$ cat src/sv/hsvrgb_pkg.sv
`timescale 1ns / 1ps
`default_nettype none
// ----------------------------------------------------------------------------
// HSV to RGB package
// Widths, constants and pipeline control types shared by the converter.
// ----------------------------------------------------------------------------
package hsvrgb_pkg;

  localparam int unsigned HueW    = 9;
  localparam int unsigned ChanW   = 8;
  localparam int unsigned SectorW = 4;   // sectors 0..8 for hue 0..511
  localparam int unsigned RemW    = 6;   // remainder 0..59
  localparam int unsigned PnumW   = 16;  // V * (255 - S)
  localparam int unsigned LevelW  = 14;  // 15300 - S * x, below 2**14
  localparam int unsigned NumW    = 22;  // V * level, at most 255 * 15300
  localparam int unsigned RecipW  = 23;
  localparam int unsigned ProdW   = NumW + RecipW;

  localparam int unsigned SectorDeg = 60;
  localparam int unsigned NumSectorCmp = 8;

  localparam logic [ChanW-1:0]  FullScale = 8'd255;
  localparam logic [RemW-1:0]   SectorSpan = 6'd60;
  localparam logic [LevelW-1:0] Denom = 14'd15300;   // 255 * 60

  // floor(x / 15300) == (x * RecipM) >> RecipShift for every x below 2**22:
  // RecipM * 15300 - 2**36 = 14264, which stays below 2**(36 - 22).
  localparam logic [RecipW-1:0] RecipM = 23'd4491470;
  localparam int unsigned RecipShift = 36;

  // Sector codes that pick the channel routing.
  localparam logic [SectorW-1:0] SecRedYel   = 4'd0;
  localparam logic [SectorW-1:0] SecYelGrn   = 4'd1;
  localparam logic [SectorW-1:0] SecGrnCyan  = 4'd2;
  localparam logic [SectorW-1:0] SecCyanBlu  = 4'd3;
  localparam logic [SectorW-1:0] SecBluMag   = 4'd4;

  // Load enables, one per pipeline stage.
  typedef struct packed {
    logic s1;
    logic s2;
    logic s3;
    logic s4;
    logic s5;
  } pipe_ld_t;

endpackage
`default_nettype wire

$ cat src/sv/hsvrgb_sector.sv
`timescale 1ns / 1ps
`default_nettype none
// ----------------------------------------------------------------------------
// HSV to RGB sector stage
// First stage: splits hue into sector and remainder and forms V * (255 - S).
// ----------------------------------------------------------------------------
module hsvrgb_sector
  import hsvrgb_pkg::*;
(
  input  wire logic               clk_i,
  input  wire pipe_ld_t           ld_i,
  input  wire logic [HueW-1:0]    hue_i,
  input  wire logic [ChanW-1:0]   sat_i,
  input  wire logic [ChanW-1:0]   val_i,
  output logic      [SectorW-1:0] sector_o,
  output logic      [RemW-1:0]    rem_o,
  output logic      [ChanW-1:0]   sat_o,
  output logic      [ChanW-1:0]   val_o,
  output logic      [PnumW-1:0]   pnum_o
);

  logic [SectorW-1:0] sector_d, sector_q;
  logic [RemW-1:0]    rem_d, rem_q;
  logic [HueW-1:0]    base;
  logic [PnumW-1:0]   pnum_d, pnum_q;
  logic [ChanW-1:0]   sat_q, val_q;

  // The sector is the number of sector boundaries at or below the hue.
  always_comb begin
    sector_d = '0;
    for (int k = 1; k <= NumSectorCmp; k++) begin
      if (hue_i >= HueW'(k * SectorDeg)) begin
        sector_d = sector_d + SectorW'(1);
      end
    end
    base   = HueW'(sector_d) * HueW'(SectorDeg);
    rem_d  = RemW'(hue_i - base);
    pnum_d = PnumW'(val_i) * PnumW'(FullScale - sat_i);
  end

  always_ff @(posedge clk_i) begin
    if (ld_i.s1) begin
      sector_q <= sector_d;
      rem_q    <= rem_d;
      sat_q    <= sat_i;
      val_q    <= val_i;
      pnum_q   <= pnum_d;
    end
  end

  assign sector_o = sector_q;
  assign rem_o    = rem_q;
  assign sat_o    = sat_q;
  assign val_o    = val_q;
  assign pnum_o   = pnum_q;

endmodule
`default_nettype wire

$ cat src/sv/hsvrgb_levels.sv
`timescale 1ns / 1ps
`default_nettype none
// ----------------------------------------------------------------------------
// HSV to RGB level stages
// Stages two to four: form the levels p, q and t with exact floor division.
// ----------------------------------------------------------------------------
module hsvrgb_levels
  import hsvrgb_pkg::*;
(
  input  wire logic               clk_i,
  input  wire pipe_ld_t           ld_i,
  input  wire logic [SectorW-1:0] sector_i,
  input  wire logic [RemW-1:0]    rem_i,
  input  wire logic [ChanW-1:0]   sat_i,
  input  wire logic [ChanW-1:0]   val_i,
  input  wire logic [PnumW-1:0]   pnum_i,
  output logic      [SectorW-1:0] sector_o,
  output logic      [ChanW-1:0]   val_o,
  output logic      [ChanW-1:0]   p_o,
  output logic      [ChanW-1:0]   q_o,
  output logic      [ChanW-1:0]   t_o
);

  // Stage 2: level factors and p.
  logic [SectorW-1:0] sector2_q, sector3_q, sector4_q;
  logic [ChanW-1:0]   val2_q, val3_q, val4_q;
  logic [ChanW-1:0]   p2_d, p2_q, p3_q, p4_q;
  logic [LevelW-1:0]  qd2_d, qd2_q, td2_d, td2_q;
  logic [PnumW:0]     pdiv;
  logic [NumW-1:0]    qn3_d, qn3_q, tn3_d, tn3_q;
  logic [ProdW-1:0]   qprod, tprod;
  logic [ChanW-1:0]   q4_d, q4_q, t4_d, t4_q;

  always_comb begin
    // x / 255, rounded down, for x up to 255 * 255 is (x + (x >> 8) + 1) >> 8.
    pdiv  = (PnumW+1)'(pnum_i) + (PnumW+1)'(pnum_i[PnumW-1:ChanW]) + (PnumW+1)'(1);
    p2_d  = pdiv[PnumW-1:ChanW];
    qd2_d = Denom - LevelW'(LevelW'(sat_i) * LevelW'(rem_i));
    td2_d = Denom - LevelW'(LevelW'(sat_i) * LevelW'(SectorSpan - rem_i));
  end

  always_ff @(posedge clk_i) begin
    if (ld_i.s2) begin
      sector2_q <= sector_i;
      val2_q    <= val_i;
      p2_q      <= p2_d;
      qd2_q     <= qd2_d;
      td2_q     <= td2_d;
    end
  end

  // Stage 3: numerators.
  assign qn3_d = NumW'(val2_q) * NumW'(qd2_q);
  assign tn3_d = NumW'(val2_q) * NumW'(td2_q);

  always_ff @(posedge clk_i) begin
    if (ld_i.s3) begin
      sector3_q <= sector2_q;
      val3_q    <= val2_q;
      p3_q      <= p2_q;
      qn3_q     <= qn3_d;
      tn3_q     <= tn3_d;
    end
  end

  // Stage 4: division by 15300 through the reciprocal.
  always_comb begin
    qprod = ProdW'(qn3_q) * ProdW'(RecipM);
    tprod = ProdW'(tn3_q) * ProdW'(RecipM);
    q4_d  = qprod[RecipShift +: ChanW];
    t4_d  = tprod[RecipShift +: ChanW];
  end

  always_ff @(posedge clk_i) begin
    if (ld_i.s4) begin
      sector4_q <= sector3_q;
      val4_q    <= val3_q;
      p4_q      <= p3_q;
      q4_q      <= q4_d;
      t4_q      <= t4_d;
    end
  end

  assign sector_o = sector4_q;
  assign val_o    = val4_q;
  assign p_o      = p4_q;
  assign q_o      = q4_q;
  assign t_o      = t4_q;

endmodule
`default_nettype wire

$ cat src/sv/hsvrgb_select.sv
`timescale 1ns / 1ps
`default_nettype none
// ----------------------------------------------------------------------------
// HSV to RGB channel select
// Last stage: routes V, p, q and t to the channels by sector into the output.
// ----------------------------------------------------------------------------
module hsvrgb_select
  import hsvrgb_pkg::*;
(
  input  wire logic               clk_i,
  input  wire pipe_ld_t           ld_i,
  input  wire logic [SectorW-1:0] sector_i,
  input  wire logic [ChanW-1:0]   val_i,
  input  wire logic [ChanW-1:0]   p_i,
  input  wire logic [ChanW-1:0]   q_i,
  input  wire logic [ChanW-1:0]   t_i,
  output logic      [ChanW-1:0]   red_o,
  output logic      [ChanW-1:0]   green_o,
  output logic      [ChanW-1:0]   blue_o
);

  logic [ChanW-1:0] red_d, green_d, blue_d;
  logic [ChanW-1:0] red_q, green_q, blue_q;

  // Hues past 359 fall into the last sector's routing.
  always_comb begin
    case (sector_i)
      SecRedYel: begin
        red_d = val_i; green_d = t_i;   blue_d = p_i;
      end
      SecYelGrn: begin
        red_d = q_i;   green_d = val_i; blue_d = p_i;
      end
      SecGrnCyan: begin
        red_d = p_i;   green_d = val_i; blue_d = t_i;
      end
      SecCyanBlu: begin
        red_d = p_i;   green_d = q_i;   blue_d = val_i;
      end
      SecBluMag: begin
        red_d = t_i;   green_d = p_i;   blue_d = val_i;
      end
      default: begin
        red_d = val_i; green_d = p_i;   blue_d = q_i;
      end
    endcase
  end

  always_ff @(posedge clk_i) begin
    if (ld_i.s5) begin
      red_q   <= red_d;
      green_q <= green_d;
      blue_q  <= blue_d;
    end
  end

  assign red_o   = red_q;
  assign green_o = green_q;
  assign blue_o  = blue_q;

endmodule
`default_nettype wire

$ cat src/sv/hsv_to_rgb_converter.sv
`timescale 1ns / 1ps
`default_nettype none
// ----------------------------------------------------------------------------
// HSV to RGB converter, 8 bits per channel
// Five-stage pipeline turning hue, saturation and value into red, green, blue.
// ----------------------------------------------------------------------------
// The converter takes one word per clock and returns one word per clock while
// the output side is ready. The five register stages are: sector split of the
// hue and V * (255 - S); the p level and the two level factors 15300 - S * r
// and 15300 - S * (60 - r); the q and t numerators; exact division by 15300
// through a reciprocal multiply; and the channel routing into the output
// register. Each stage has a valid bit and loads whenever it is empty or the
// stage after it moves, so back pressure on the output side fills the bubbles
// first and then holds every stage without dropping or repeating a word. Zero
// saturation needs no special path: all three levels then equal V. Hues from
// 360 to 511 take the routing of the last sector, with the remainder still hue
// modulo 60.
// ----------------------------------------------------------------------------
module hsv_to_rgb_converter
  import hsvrgb_pkg::*;
(
  input  wire logic        clk_i,
  input  wire logic        rst_ni,
  input  wire logic        s_axis_tvalid_i,
  output logic             s_axis_tready_o,
  // [8:0] hue, [16:9] saturation, [24:17] brightness, [31:25] zero
  input  wire logic [31:0] s_axis_tdata_i,
  output logic             m_axis_tvalid_o,
  input  wire logic        m_axis_tready_i,
  // [7:0] red, [15:8] green, [23:16] blue
  output logic      [23:0] m_axis_tdata_o
);

  pipe_ld_t         ld;
  logic [4:0]       vld_d, vld_q;   // valid bit of stage 1 in bit 0
  logic [SectorW-1:0] s1_sector, s4_sector;
  logic [RemW-1:0]  s1_rem;
  logic [ChanW-1:0] s1_sat, s1_val, s4_val, s4_p, s4_q, s4_t;
  logic [PnumW-1:0] s1_pnum;
  logic [ChanW-1:0] red, green, blue;

  // A stage may load when it is empty or its contents move on this cycle.
  always_comb begin
    ld.s5 = !vld_q[4] || m_axis_tready_i;
    ld.s4 = !vld_q[3] || ld.s5;
    ld.s3 = !vld_q[2] || ld.s4;
    ld.s2 = !vld_q[1] || ld.s3;
    ld.s1 = !vld_q[0] || ld.s2;
  end

  always_comb begin
    vld_d = vld_q;
    if (ld.s1) begin
      vld_d[0] = s_axis_tvalid_i;
    end
    if (ld.s2) begin
      vld_d[1] = vld_q[0];
    end
    if (ld.s3) begin
      vld_d[2] = vld_q[1];
    end
    if (ld.s4) begin
      vld_d[3] = vld_q[2];
    end
    if (ld.s5) begin
      vld_d[4] = vld_q[3];
    end
  end

  always_ff @(posedge clk_i or negedge rst_ni) begin
    if (!rst_ni) begin
      vld_q <= '0;
    end else begin
      vld_q <= vld_d;
    end
  end

  hsvrgb_sector u_sector (
    .clk_i    (clk_i),
    .ld_i     (ld),
    .hue_i    (s_axis_tdata_i[8:0]),
    .sat_i    (s_axis_tdata_i[16:9]),
    .val_i    (s_axis_tdata_i[24:17]),
    .sector_o (s1_sector),
    .rem_o    (s1_rem),
    .sat_o    (s1_sat),
    .val_o    (s1_val),
    .pnum_o   (s1_pnum)
  );

  hsvrgb_levels u_levels (
    .clk_i    (clk_i),
    .ld_i     (ld),
    .sector_i (s1_sector),
    .rem_i    (s1_rem),
    .sat_i    (s1_sat),
    .val_i    (s1_val),
    .pnum_i   (s1_pnum),
    .sector_o (s4_sector),
    .val_o    (s4_val),
    .p_o      (s4_p),
    .q_o      (s4_q),
    .t_o      (s4_t)
  );

  hsvrgb_select u_select (
    .clk_i    (clk_i),
    .ld_i     (ld),
    .sector_i (s4_sector),
    .val_i    (s4_val),
    .p_i      (s4_p),
    .q_i      (s4_q),
    .t_i      (s4_t),
    .red_o    (red),
    .green_o  (green),
    .blue_o   (blue)
  );

  assign s_axis_tready_o = ld.s1;
  assign m_axis_tvalid_o = vld_q[4];
  assign m_axis_tdata_o  = {blue, green, red};

endmodule
`default_nettype wire

$ cat config.mk
export PLATFORM = sky130hd
export DESIGN_NAME = hsv_to_rgb_converter
export DESIGN_NICKNAME = d
export VERILOG_FILES = /design/src/sv/hsvrgb_pkg.sv /design/src/sv/hsvrgb_sector.sv /design/src/sv/hsvrgb_levels.sv /design/src/sv/hsvrgb_select.sv /design/src/sv/hsv_to_rgb_converter.sv
export SDC_FILE = /design/constraint.sdc
export NUM_CORES = 2
export LEC_CHECK = 0
export BUFFER_PORTS_ARGS = -buffer_cell sky130_fd_sc_hd__buf_4
export CORE_MARGIN = 1
export CORE_UTILIZATION = 65
export DETAILED_ROUTE_END_ITERATION = 7
export PLACE_DENSITY_LB_ADDON = 0.3
export SYNTH_ARGS = -nofsm -noshare
export SYNTH_HDL_FRONTEND = slang
export SYNTH_SLANG_ARGS = --single-unit
$ cat constraint.sdc
create_clock -name clk_i -period 13.2 [get_ports clk_i]
set_clock_uncertainty 0.1 [all_clocks]
set_input_delay 1.32 -clock clk_i [delete_from_list [all_inputs] [get_ports clk_i]]
set_output_delay 1.32 -clock clk_i [all_outputs]
set_load 0.01 [all_outputs]
-- Word-level counts from Yosys, hierarchy flattened
Index checks and enable logic that the tools add are counted.
- add/subtract/negate cells: 14
- $mul: 8
- magnitude comparators: 8
- equal/unequal tests: 4
- muxes and demuxes: 11
- reductions and logical operators: 15
- operator list (operator ; count):
    multiplier 22 x 22 -> 43 bit, second input constant ; 2
    one-hot mux 8 bit (3 select lines) ; 3
    multiplier 8 x 14 -> 22 bit ; 2
    greater-or-equal comparator 9 bit, second input constant ; 4
    2-to-1 mux 4 bit ; 7
    subtractor 14 bit, first input constant ; 2
    adder 4 x 1 -> 4 bit, second input constant ; 6
    greater-or-equal comparator 9 x 8 -> 1 bit, second input constant ; 2
    adder 16 x 1 -> 16 bit, second input constant ; 1
    adder 16 x 8 -> 16 bit ; 1
    multiplier 8 x 16 -> 16 bit ; 1
    multiplier 8 x 14 -> 14 bit ; 1
    multiplier 8 x 6 -> 14 bit ; 1
    greater-or-equal comparator 9 x 6 -> 1 bit, second input constant ; 1
    greater-or-equal comparator 9 x 7 -> 1 bit, second input constant ; 1
    subtractor 8 x 8 -> 9 bit, first input constant ; 1
    == test 4 x 2 -> 1 bit, second input constant ; 2
    OR reduction 2 bit ; 4
    subtractor 6 x 6 -> 7 bit, first input constant ; 1
    subtractor 6 bit ; 1
    zero test 1 bit ; 5
    logical OR 1 bit ; 5
    == test 4 x 1 -> 1 bit, second input constant ; 1
    == test 4 x 3 -> 1 bit, second input constant ; 1
    4 further kinds ; 4
- register bits: 219
- output and inout bits: 26
- logic and storage cells: 88

-- Longest topological paths before layout
- depth in word-level cells: 18
- mapped depth: 33
- depth with buffers taken out: 32

-- Modules after synthesis
A second synthesis with hierarchy kept.
- cells, all modules: 3151
- area total of the unflattened synthesis: 33236.9 µm²
- modules (own cells, without submodules) (module ; instances ; cells an instance ; area an instance (µm²)):
    hsvrgb_levels ; 1 ; 2585 ; 27024.7
    hsvrgb_sector ; 1 ; 398 ; 4261.6
    hsvrgb_select ; 1 ; 151 ; 1742.9
    hsv_to_rgb_converter ; 1 ; 17 ; 207.7

-- Worst setup path after synthesis
No wires, ideal clock.
- path type: input to register
- from: input port s_axis_tdata_i[7]
- to: register u_sector.rem_q[5] (netlist: u_sector.rem_o[5]) (data pin)
- library setup time: 0.268 ns
- data arrival time: 6.258 ns
- data required time: 12.832 ns
- slack: 6.575 ns
- cell stages on the path: 33
- buffers on the path: 1
- path through: buf_2 > or2_2 > nor2_1 > and2_1 > inv_1 > ha_1 > or3b_2 > mux2i_1 > nor2_1 > inv_1 > ha_1 > o21ai_0 > o31ai_1 > a21oi_1 > nor2b_1 > a221o_1 > ha_1 > nand2_1 > o21ai_0 > xnor2_1 > mux2i_1 > inv_1 > ha_1 > nand2_1 > o21ai_0 > inv_1 > ha_1 > inv_1 > ha_1 > a21o_1 > a21oi_1 > xor2_1 > xnor3_1
- word-level cells in the longest chain between the ends: 18
- elaborated cells on any way between the ends: 25
- those cells by class: add/sub: 8; mul: 1; order compare: 8; mux: 8
- RTL lines (element ; line ; text):
    from (decl) ; hsv_to_rgb_converter.sv:27 ; input wire logic [31:0] s_axis_tdata_i,
    greater-or-equal comparator 9 x 6 -> 1 bit ; hsvrgb_sector.sv:32 ; if (hue_i >= HueW'(k * SectorDeg)) begin
    2-to-1 mux 1 bit ; hsvrgb_sector.sv:32 ;
    adder 1 x 1 -> 2 bit ; hsvrgb_sector.sv:33 ; sector_d = sector_d + SectorW'(1);
    2-to-1 mux 4 bit ; hsvrgb_sector.sv:32 ;
    adder 4 x 1 -> 4 bit ; hsvrgb_sector.sv:33 ;
    2-to-1 mux 4 bit ; hsvrgb_sector.sv:32 ;
    adder 4 x 1 -> 4 bit ; hsvrgb_sector.sv:33 ;
    2-to-1 mux 4 bit ; hsvrgb_sector.sv:32 ;
    [... 4 more ...] ; - ;
    adder 4 x 1 -> 4 bit ; hsvrgb_sector.sv:33 ;
    2-to-1 mux 4 bit ; hsvrgb_sector.sv:32 ;
    adder 4 x 1 -> 4 bit ; hsvrgb_sector.sv:33 ;
    2-to-1 mux 4 bit (*) ; hsvrgb_sector.sv:32 ;
    net u_sector.sector_d[1] ; hsvrgb_sector.sv:22 ; logic [SectorW-1:0] sector_d, sector_q;
    multiplier 4 x 1 -> 4 bit (*) ; hsvrgb_sector.sv:36 ; base = HueW'(sector_d) * HueW'(SectorDeg);
    subtractor 6 bit (*) ; hsvrgb_sector.sv:37 ; rem_d = RemW'(hue_i - base);
    net u_sector.rem_d[5] ; hsvrgb_sector.sv:23 ; logic [RemW-1:0] rem_d, rem_q;
    to (signal assigned) ; hsvrgb_sector.sv:44 ; rem_q <= rem_d;
    to (decl) ; hsvrgb_sector.sv:23 ;
The timed path passes the listed nets; every way through them passes the cells marked *.
A chain may end at the register's enable or synchronous reset.

-- Final worst setup path
- from: register u_levels.tn3_q[14]
- to: register u_levels.t4_q[7] (netlist: u_levels.t_o[7]) (data pin)
- word-level cells in the longest chain between the ends: 1
- RTL lines (element ; line ; text):
    from (decl) ; hsvrgb_levels.sv:30 ; logic [NumW-1:0] qn3_d, qn3_q, tn3_d, tn3_q;
    from (signal assigned) ; hsvrgb_levels.sv:62 ; tn3_q <= tn3_d;
    multiplier 22 x 22 -> 43 bit ; hsvrgb_levels.sv:69 ; tprod = ProdW'(tn3_q) * ProdW'(RecipM);
    net u_levels.tprod[43] ; hsvrgb_levels.sv:31 ; logic [ProdW-1:0] qprod, tprod;
    to (signal assigned) ; hsvrgb_levels.sv:80 ; t4_q <= t4_d;
    to (decl) ; hsvrgb_levels.sv:32 ; logic [ChanW-1:0] q4_d, q4_q, t4_d, t4_q;
The timed path passes the listed nets, and every way through them passes these cells.

==> metrics.cfg <==
[status]
status=finished with violations
violations=design-rule violations

[clocking]
tritoncts=built
ctsHoldBuffers=0
clk_latency_ns=0.55
post_cts_buffers=0
cts_buffers=26
cts_resized=0
cts_root_buf=clkbuf_16
cts_buffer_depth=3
path_clk_slew_ns=0.06
cts_sinks=217
htreeDepth=1

[finish]
final_core_util=0.697
final_cell_mix=673 x inv_1, 612 x ha_1, 475 x fa_1
antenna_cells=0
synthToLayoutAreaGrowth_pct=5.84
layout-drive-gt1-share=0.0410
fin_nets=4277
final_common_cell=inv_1

[logic_synthesis]
synth_top_cell_by_area=fa_1
syn_inst=3116
netlist-cell-type-count=67
synth-seq-cells=217
synthFlopType=edfxtp_1
synth_nets=4239
netlist_area_um2=33000
synth_edf_count=212
ys.warnings.count=0
ys_async_sr_fraction=0.0230
synth_top_area_frac=0.289
synth.top_cells.by_area=fa_1 29%, ha_1 23%, edfxtp_1 19%
yosysSeqAreaShare=0.197
synth.avg_cell_area_um2=10.6

[routing]
detail-route-antenna-nets=0
route.detailed.drc=2
dr.pass1.iters=8
drt_wl_total_mm=65.5
viasPerCell=5.61
vias=21600
drt_iter0_drc=1145
routedWlPerCell_um=17.0

[die]
dieArea_um2=51600
initial_utilization=0.658
die_w_um=227
ios=62
core_region_area_um2=50100
fp-row-count=82
chipHeight_um=227

[place]
gp_congestion=0.942
place_hpwl_mm=54.8
dp_slack_ns=6.06
portBuffers=54

[min_path]
hp-class=flop to flop

[sta]
worstMarginPinSlew_ns=1.14
setup_ws_ns=6.15
finalHoldViolations=0
period_share=0.534
tns_ns=0
slew_viol_final=0
fmax_mhz=142
holdWs_ns=0.313
finalCriticalPeriod_ns=7.05
setup_viol=0
rsz0062_at_grt=no
max_slew_margin=0.242

[worst_setup_path]
worst_setup_path_start_kind=flop
worstSetupPathType=flop to flop
arrival_ns=7.22
worstPathMaxFanout=7
crit_required_ns=13.37
end_kind=flop

[global_route]
grt_util_all_layers=0.269
grt_pass1_vias=23100
grt_max_degree=65
grt_pass1_wl_mm=111
grt-ovfl-total=0
grt_antenna_before_repair=1

[job]
maxCapViolCount=0

-- synthesized netlist by cell type, types with 4 or more instances --
cell and count:
ha_1 612, clkbuf_1 45, xor2_1 27, a211oi_1 14
o21ai_0 43, o41ai_1 4, nor2b_1 58, nand2b_1 50
o21a_1 17, xnor2_1 87, nor3_1 16, mux2_2 9
inv_1 673, a31oi_1 13, a222oi_1 8, a221o_1 8
a21oi_1 86, or3_1 4, a211o_1 6, nand2_1 198
a21boi_0 10, nand3_1 23, edfxtp_1 212, o21bai_1 9
nand4_1 7, nor2_1 90, a21o_1 44, and3_1 9
and2_1 179, fa_1 475, dfrtp_1 5, or2_2 9
-- flip-flops by register name, summed over array words and instances (netlist names), 13 cells and up --
name / flops
u_sector.pnum_o: 16
u_levels.td2_q: 14
u_levels.tn3_q: 22
u_levels.qd2_q: 13
u_levels.qn3_q: 21
-- layout make-up --
cell class / instances / area [µm²]
Clock buffer: 26 / 651
Timing Repair Buffer: 60 / 450
Clock inverter: 20 / 174
Fill cell: 3702 / 15200
Sequential cell: 217 / 6490
Inverter: 673 / 2530
Multi-Input combinational cell: 2176 / 23700
Tap cell: 672 / 841
-- routing by layer --
| layer | vias to the layer above | track usage | share of wire |
|---|---|---|---|
| met2 | 512 | 0.475 | 0.50 |
| met4 | 2 | 0.0589 | 0.021 |
| met3 | 116 | 0.0330 | 0.046 |
| met1 | 10800 | 0.355 | 0.44 |
| met5 | - | 0 | 0.00020 |
| li1 | 10100 | - | - |
-- logic make-up (layout without fill, tap and decap cells) --
group                    count (synthesis)  after routing  share of synthesized area
AO/OA/AOI/OAI                          301            301                     0.0608
multiplexers                            12             12                    0.00399
buffers and inverters                  723            779                     0.0827
XOR/XNOR                               117            117                     0.0320
flip-flops                             217            217                      0.197
AND/OR/NAND/NOR                        659            659                      0.103
adder cells (fa/ha/maj)               1087           1087                      0.521
-- worst max-delay path: stages (launching register included) --
cell,delay (ns)
edfxtp_1,0.60
ha_1,0.41
fa_1,0.55
inv_1,0.07
fa_1,0.54
inv_1,0.05
ha_1,0.27
inv_1,0.05
fa_1,0.53
inv_1,0.05
fa_1,0.38
fa_1,0.47
ha_1,0.30
a21o_1,0.18
a21o_1,0.18
a21o_1,0.17
a21o_1,0.17
a221oi_1,0.57
o22ai_1,0.29
a211o_1,0.34
a31o_2,0.25
a21oi_1,0.17
xnor2_1,0.09
-- final timing paths --
kind	start	to	slack, ns	cells past startpoint
max in group asynchronous	rst_ni	vld_q[3]	12.44	1
min in group asynchronous	rst_ni	vld_q[1]	0.46	1
worst max-delay path	u_levels.tn3_q[14]	u_levels.t_o[7]	6.15	22
worst max register to register	u_levels.tn3_q[14]	u_levels.t_o[7]	6.15	22
worst min register to register	u_levels.p2_q[4]	u_levels.p3_q[4]	0.31	0
worst min-delay path	u_levels.p2_q[4]	u_levels.p3_q[4]	0.31	0
-- metrics by stage --
stage | instances | cell area [µm²]
finish | 3844 | 34900
CTS | 3844 | 34900
global placement | 3798 | 34000
detailed placement | 3798 | 34000
floorplan | 3116 | 33000
global route | 3844 | 34900
Power is left out: the tool's default activity adds up to more than one toggle a clock period on the data nets, which glitch-free logic cannot reach.
